===== src/rtl/gbt_pkg.sv =====
// Package: shared types and codes for the graph traversal engine.
package gbt_pkg;

  localparam int unsigned VertexW = 10;
  localparam int unsigned NumW    = 11;
  localparam int unsigned StatusW = 3;
  // Vertex count is bounded by the vertex field width.
  localparam int unsigned MaxVertices = 1024;

  typedef enum logic [1:0] {
    REQ_ADD   = 2'd0,
    REQ_START = 2'd1,
    REQ_FETCH = 2'd2,
    REQ_BAD   = 2'd3
  } req_e;

  typedef enum logic [2:0] {
    ST_OK       = 3'd0,
    ST_REJECT   = 3'd1,
    ST_FULL     = 3'd2,
    ST_FINISHED = 3'd3,
    ST_OVERFLOW = 3'd4
  } status_e;

  localparam logic [0:0] CfgNumVertices  = 1'b0;
  localparam logic [0:0] CfgTraversalMode = 1'b1;

  typedef struct packed {
    logic [1:0]         req_type;
    logic [VertexW-1:0] vertex_a;
    logic [VertexW-1:0] vertex_b;
  } req_t;

  typedef struct packed {
    logic [VertexW-1:0] vertex;
    logic [StatusW-1:0] status;
  } rsp_t;

  // Commands from controller to datapath.
  typedef struct packed {
    logic cap;        // capture request
    logic add_chk;    // latch degrees of both ends
    logic add_wr_a;   // write a's list, bump degree
    logic add_wr_b;   // write b's list, bump degree
    logic init_step;  // clear one degree count after reset
    logic clr_step;   // clear one visited mark
    logic start_seed; // seed work store
    logic pop_rd;     // read visited mark of popped vertex
    logic pop_take;   // take popped vertex
    logic nb_take;    // evaluate neighbour
    logic finish;     // traversal inactive
  } cmd_t;

  // Status from datapath to controller.
  typedef struct packed {
    logic bad_range;
    logic list_full;
    logic start_bad;
    logic clr_done;
    logic mode_dfs;
    logic active;
    logic empty;
    logic cur_visited;
    logic nb_last;
  } sts_t;

endpackage


===== src/rtl/gbt_ctrl.sv =====
// Controller: sequences add, start and fetch requests over the datapath.
module gbt_ctrl (
  input  logic          clk_i,
  input  logic          rst_ni,
  input  logic          start_i,
  input  logic [1:0]    req_type_i,
  input  gbt_pkg::sts_t sts_i,
  output logic          busy_o,
  output gbt_pkg::cmd_t cmd_o,
  output logic          done_o,
  output logic [2:0]    status_o,
  output logic          use_cur_o
);
  import gbt_pkg::*;

  typedef enum logic [12:0] {
    S_IDLE   = 13'b0000000000001,
    S_ADD0   = 13'b0000000000010,
    S_ADD1   = 13'b0000000000100,
    S_ADD2   = 13'b0000000001000,
    S_CLR    = 13'b0000000010000,
    S_FETCH  = 13'b0000000100000,
    S_POP0   = 13'b0000001000000,
    S_POP1   = 13'b0000010000000,
    S_POP2   = 13'b0000100000000,
    S_NBA    = 13'b0001000000000,
    S_NBB    = 13'b0010000000000,
    S_NBC    = 13'b0100000000000,
    S_INIT   = 13'b1000000000000
  } state_e;

  state_e state_q, state_d;
  logic [1:0] req_q;
  logic       accept;

  assign accept = start_i && !busy_o;
  assign busy_o = state_q != S_IDLE;

  always_ff @(posedge clk_i or negedge rst_ni) begin
    if (!rst_ni) begin
      state_q <= S_INIT;
      req_q   <= '0;
    end else begin
      state_q <= state_d;
      if (accept) req_q <= req_type_i;
    end
  end

  always_comb begin
    state_d   = state_q;
    cmd_o     = '0;
    done_o    = 1'b0;
    status_o  = ST_OK;
    use_cur_o = 1'b0;
    cmd_o.cap = accept;
    case (state_q)
      S_INIT: begin
        // degree counts cleared in turn after reset
        cmd_o.init_step = 1'b1;
        if (sts_i.clr_done) state_d = S_IDLE;
      end
      S_IDLE: begin
        if (accept) begin
          case (req_type_i)
            REQ_ADD:   state_d = S_ADD0;
            REQ_START: state_d = S_CLR;
            REQ_FETCH: state_d = S_FETCH;
            default:   state_d = S_ADD0;
          endcase
        end
      end
      S_ADD0: begin
        // degree of a reads registered; latch b now
        cmd_o.add_chk = 1'b1;
        state_d = S_ADD1;
      end
      S_ADD1: begin
        if (req_q != REQ_ADD) begin
          done_o = 1'b1; status_o = ST_REJECT; state_d = S_IDLE;
        end else if (sts_i.bad_range) begin
          done_o = 1'b1; status_o = ST_REJECT; state_d = S_IDLE;
        end else if (sts_i.list_full) begin
          done_o = 1'b1; status_o = ST_FULL; state_d = S_IDLE;
        end else begin
          cmd_o.add_wr_a = 1'b1; state_d = S_ADD2;
        end
      end
      S_ADD2: begin
        cmd_o.add_wr_b = 1'b1;
        done_o = 1'b1;
        state_d = S_IDLE;
      end
      S_CLR: begin
        cmd_o.clr_step = 1'b1;
        if (sts_i.clr_done) begin
          cmd_o.clr_step = 1'b1;
          state_d = S_POP0;
        end
      end
      S_POP0: begin
        if (req_q == REQ_START) begin
          cmd_o.start_seed = 1'b1;
          done_o = 1'b1;
          status_o = sts_i.start_bad ? ST_REJECT : ST_OK;
          state_d = S_IDLE;
        end else begin
          // work store read address settles, data registered next cycle
          state_d = S_POP1;
        end
      end
      S_FETCH: begin
        if (!sts_i.active) begin
          done_o = 1'b1; status_o = ST_FINISHED; state_d = S_IDLE;
        end else if (sts_i.empty) begin
          cmd_o.finish = 1'b1;
          done_o = 1'b1; status_o = ST_FINISHED; state_d = S_IDLE;
        end else begin
          state_d = S_POP0;
        end
      end
      S_POP1: begin
        cmd_o.pop_rd = 1'b1;
        state_d = S_POP2;
      end
      S_POP2: begin
        if (sts_i.mode_dfs && sts_i.cur_visited) begin
          // stale stack entry: drop and retry
          cmd_o.pop_take = 1'b1;
          state_d = S_FETCH;
        end else begin
          cmd_o.pop_take = 1'b1;
          state_d = S_NBA;
        end
      end
      S_NBA: begin
        state_d = S_NBB; // adjacency read
      end
      S_NBB: begin
        state_d = S_NBC; // visited read of neighbour
      end
      S_NBC: begin
        if (sts_i.nb_last) begin
          done_o = 1'b1; use_cur_o = 1'b1;
          state_d = S_IDLE;
        end else begin
          cmd_o.nb_take = 1'b1;
          state_d = S_NBA;
        end
      end
      default: state_d = S_IDLE;
    endcase
  end
endmodule


===== config.mk =====
export PLATFORM = sky130hd
export DESIGN_NAME = gbt_ctrl
export DESIGN_NICKNAME = d
export VERILOG_FILES = /design/src/rtl/gbt_pkg.sv /design/src/rtl/gbt_ctrl.sv
export SDC_FILE = /design/constraint.sdc
export NUM_CORES = 1
export LEC_CHECK = 0
export ABC_AREA = 1
export BUFFER_PORTS_ARGS = -buffer_cell sky130_fd_sc_hd__buf_4
export CELL_PAD_IN_SITES_DETAIL_PLACEMENT = 1
export CELL_PAD_IN_SITES_GLOBAL_PLACEMENT = 1
export CORE_MARGIN = 3
export CORE_UTILIZATION = 36
export DETAILED_ROUTE_END_ITERATION = 10
export PLACE_DENSITY_LB_ADDON = 0.1
export SYNTH_ARGS = -nofsm -noshare
export SYNTH_HDL_FRONTEND = slang
export SYNTH_SLANG_ARGS = --single-unit

===== constraint.sdc =====
create_clock -name clk_i -period 1.7 [get_ports clk_i]
set_input_delay 0.085 -clock clk_i [delete_from_list [all_inputs] [get_ports clk_i]]
set_output_delay 0.085 -clock clk_i [all_outputs]
set_load 0.1 [all_outputs]

==> results by group <==
Synth
  – Synth Net Count: 186
  – Syn Area/Cell: 6.71 sq um
  – YS warnings: 0
  – Seq/Total Area, Yosys: 0.330
  – Number of synthesized register bits: 15
  – Synth unique cells: 27
  – Synthesized cell area: 1140 sq um
  – Gate Count Post-Synth: 170

Setup path
  – CP max stage delay: 0.45 ns
  – Critical Path Source Type: flop
  – CP Class: reg2out
  – CP endpoint kind: primary output
  – CP max FO: 5
  – Req. time, crit path: 1.62 ns
  – Worst path cell trace: nor2_4 > nand2_4 > nor2_4 > nand3_2 > nand2_1 > inv_1 > nand3_2 > buf_12
  – CP max-delay cell: dfrtp_1
  – Critical path data arrival time: 1.83 ns
  – Top delay family on crit path: simple AND/OR/NAND/NOR gates
  – Number of buffer and inverter stages on the critical path: 2

Power and ir drop
  – Power per Cell Area: 1160 nW/um^2
  – Internal power: 1.04 mW
  – Power Total: 2.28 mW
  – Sequential Power Share: 0.209
  – Switching share of power: 0.545
  – Leak: 1.02 nW
  – Comb pwr share: 0.681
  – VDD IR max: 0.00113 V
  – Clock share of power: 0.110
  – Net Switching: 1.24 mW

Final layout
  – Share of cells above drive strength 1: 0.511
  – Synth-to-layout area growth: 72.5%
  – Antenna cells: 0
  – Final #Nets: 236

Clock tree
  – Htree depth: 1
  – CTS tree: built
  – Clock latency on the worst-skew pair: 0.32 ns
  – Total CTS buffers: 3
  – Clock-pin slew on the worst setup and hold paths: 0.13 ns
  – Clock tree buffer depth: 2
  – # clock sinks: 15
  – Clk root buf: clkbuf_4

Run
  – Max-Cap Viols: 0

GRT
  – First-pass GRT wire length: 6.78 mm
  – Initial antenna violation count: 0
  – Largest net degree at the start of global routing: 16
  – Total track usage: 0.220
  – Global route overflow: 0
  – Vias in the first global route: 1402

Drt
  – Post-DRT Antenna Nets: 0
  – Vias/cell: 5.19
  – 1st-pass router iterations: 4
  – Final wirelength: 5.47 mm
  – Number of remaining DRC errors: 0
  – DR WL/cell: 20.9 microns
  – Vias after detailed routing: 1354
  – Detailed Route Iter0 Violations: 88

Floorplan
  – Io pins: 31
  – Die height: 62.3 microns
  – Die Area: 3880 sq um
  – Die width: 62.3 microns
  – Core box area: 2880 sq um
  – Initial Utilization: 0.397
  – # rows: 19

STA
  – Final period utilization: 1.13
  – Clock Skews: 0.0115 ns
  – RSZ-0062 raised after global routing: true
  – FMAX: 521 MHz
  – Min cycle time layout: 1.92 ns
  – Finish-stage setup viols: 15
  – Setup ws final: -0.218 ns
  – Worst Hold Slack: 0.0134 ns
  – Slew Limit Fails: 0
  – Final hold vios: 0

Place
  – Placer Congestion: 0.765
  – IO buf count: 29
  – Placed wire-length estimate: 2.75 mm

Min path
  – HP Class: in2reg

Status
  – Status: finished, violations left
  – Failing checks: setup timing
[registers in the layout, summed over array words and instances (netlist names)]
name	flops
req_q	2
state_q	13
[metal layers]
metal	track usage	share of wire	vias to the layer above
met2	0.415	0.55	52
li1	-	-	604
met1	0.256	0.37	678
met4	0.0689	0.043	0
met5	0	0	-
met3	0.0252	0.040	20
[timing repair]
| item | in CTS | in global routing |
|---|---|---|
| hold endpoints to repair | 15 | 0 |
| pin swaps | 14 | 8 |
| setup buffers | 6 | 9 |
| gates resized for setup | 49 | 40 |
| gates cloned | 1 | 0 |
| setup endpoints to repair | 16 | 19 |
| hold buffers | 1 | 0 |
[cells by family after synthesis]
| family | count (synthesis) | synth area share |
|---|---|---|
| simple gates | 102 | 0.448 |
| buf+inv | 42 | 0.151 |
| flops | 15 | 0.330 |
| compound gates | 8 | 0.0450 |
| fa+ha+maj | 2 | 0.0219 |
| other cells | 1 | 0.00329 |
[area by class of cell]
class,count,area [sq um]
timing repair buffer,47,557
multi-input combinational,114,792
clock buffer,3,22.5
inverter,39,159
clock inverter,1,7.51
tap,42,52.6
sequential,15,378
fill,336,908
[power groups by stage]
stage | clock [mW] | sequential [mW] | combinational [mW]
6_report | 0.251 | 0.478 | 1.55
5_1_grt | 0.259 | 0.488 | 1.63
4_1_cts | 0.234 | 0.468 | 1.25
3_5_place_dp | 0 | 0.470 | 1.06
3_3_place_gp | 0 | 0.461 | 1.03
2_1_floorplan | 0 | 0.456 | 0.834
[cells in the final DEF, fill, tap and decap left out, drive strengths merged]
master	netlist	final
a21oi	3	3
and3	1	1
buf	3	46
clkbuf	0	3
clkinvlp	0	3
conb	1	1
dfrtp	14	14
dfstp	1	1
dlygate4sd3	0	1
ha	2	2
inv	39	37
nand2	47	47
nand3	13	13
nand4	2	2
nor2	38	39
nor3b	1	1
o21ai	3	3
o22ai	1	1
o31ai	1	1
[metrics by stage]
stage,setup TNS (ns),std cells,util,cell area [sq um],setup slack [ns]
after CTS,-0.412,252,0.615,1770,-0.102
after detailed placement,0,240,0.513,1480,0.00660
after global placement,0,240,0.513,1480,0.0637
after global routing,-2.63,261,0.684,1970,-0.281
final,-1.62,261,0.684,1970,-0.218
after floorplan,-0.493,170,-,1220,-0.243
[synth_stat cells (all sizes together)]
cell,instances,share of area
o21ai,3,0.016
o22ai,1,0.0055
inv,39,0.13
dfstp,1,0.023
buf,3,0.023
a21oi,3,0.016
and3,1,0.0055
conb,1,0.0033
nor3b,1,0.0066
nand3,13,0.077
dfrtp,14,0.31
o31ai,1,0.0066
nor2,38,0.17
nand2,47,0.18
ha,2,0.022
nand4,2,0.011
[worst paths after layout]
kind | from | endpoint | slack [ns] | cells past startpoint
min reg2reg | state_q[12]$_DFFE_PN1P_ | state_q[12]$_DFFE_PN1P_ | 0.57 | 2
max reg2reg | state_q[12]$_DFFE_PN1P_ | state_q[0]$_DFFE_PN0P_ | -0.13 | 10
max in group asynchronous | rst_ni | state_q[12]$_DFFE_PN1P_ | 1.28 | 2
max | state_q[3]$_DFFE_PN0P_ | done_o | -0.22 | 8
min | sts_i[0] | state_q[9]$_DFFE_PN0P_ | 0.01 | 2
min in group asynchronous | rst_ni | state_q[6]$_DFFE_PN0P_ | 0.16 | 2
Power figures use the tool's default switching activity.
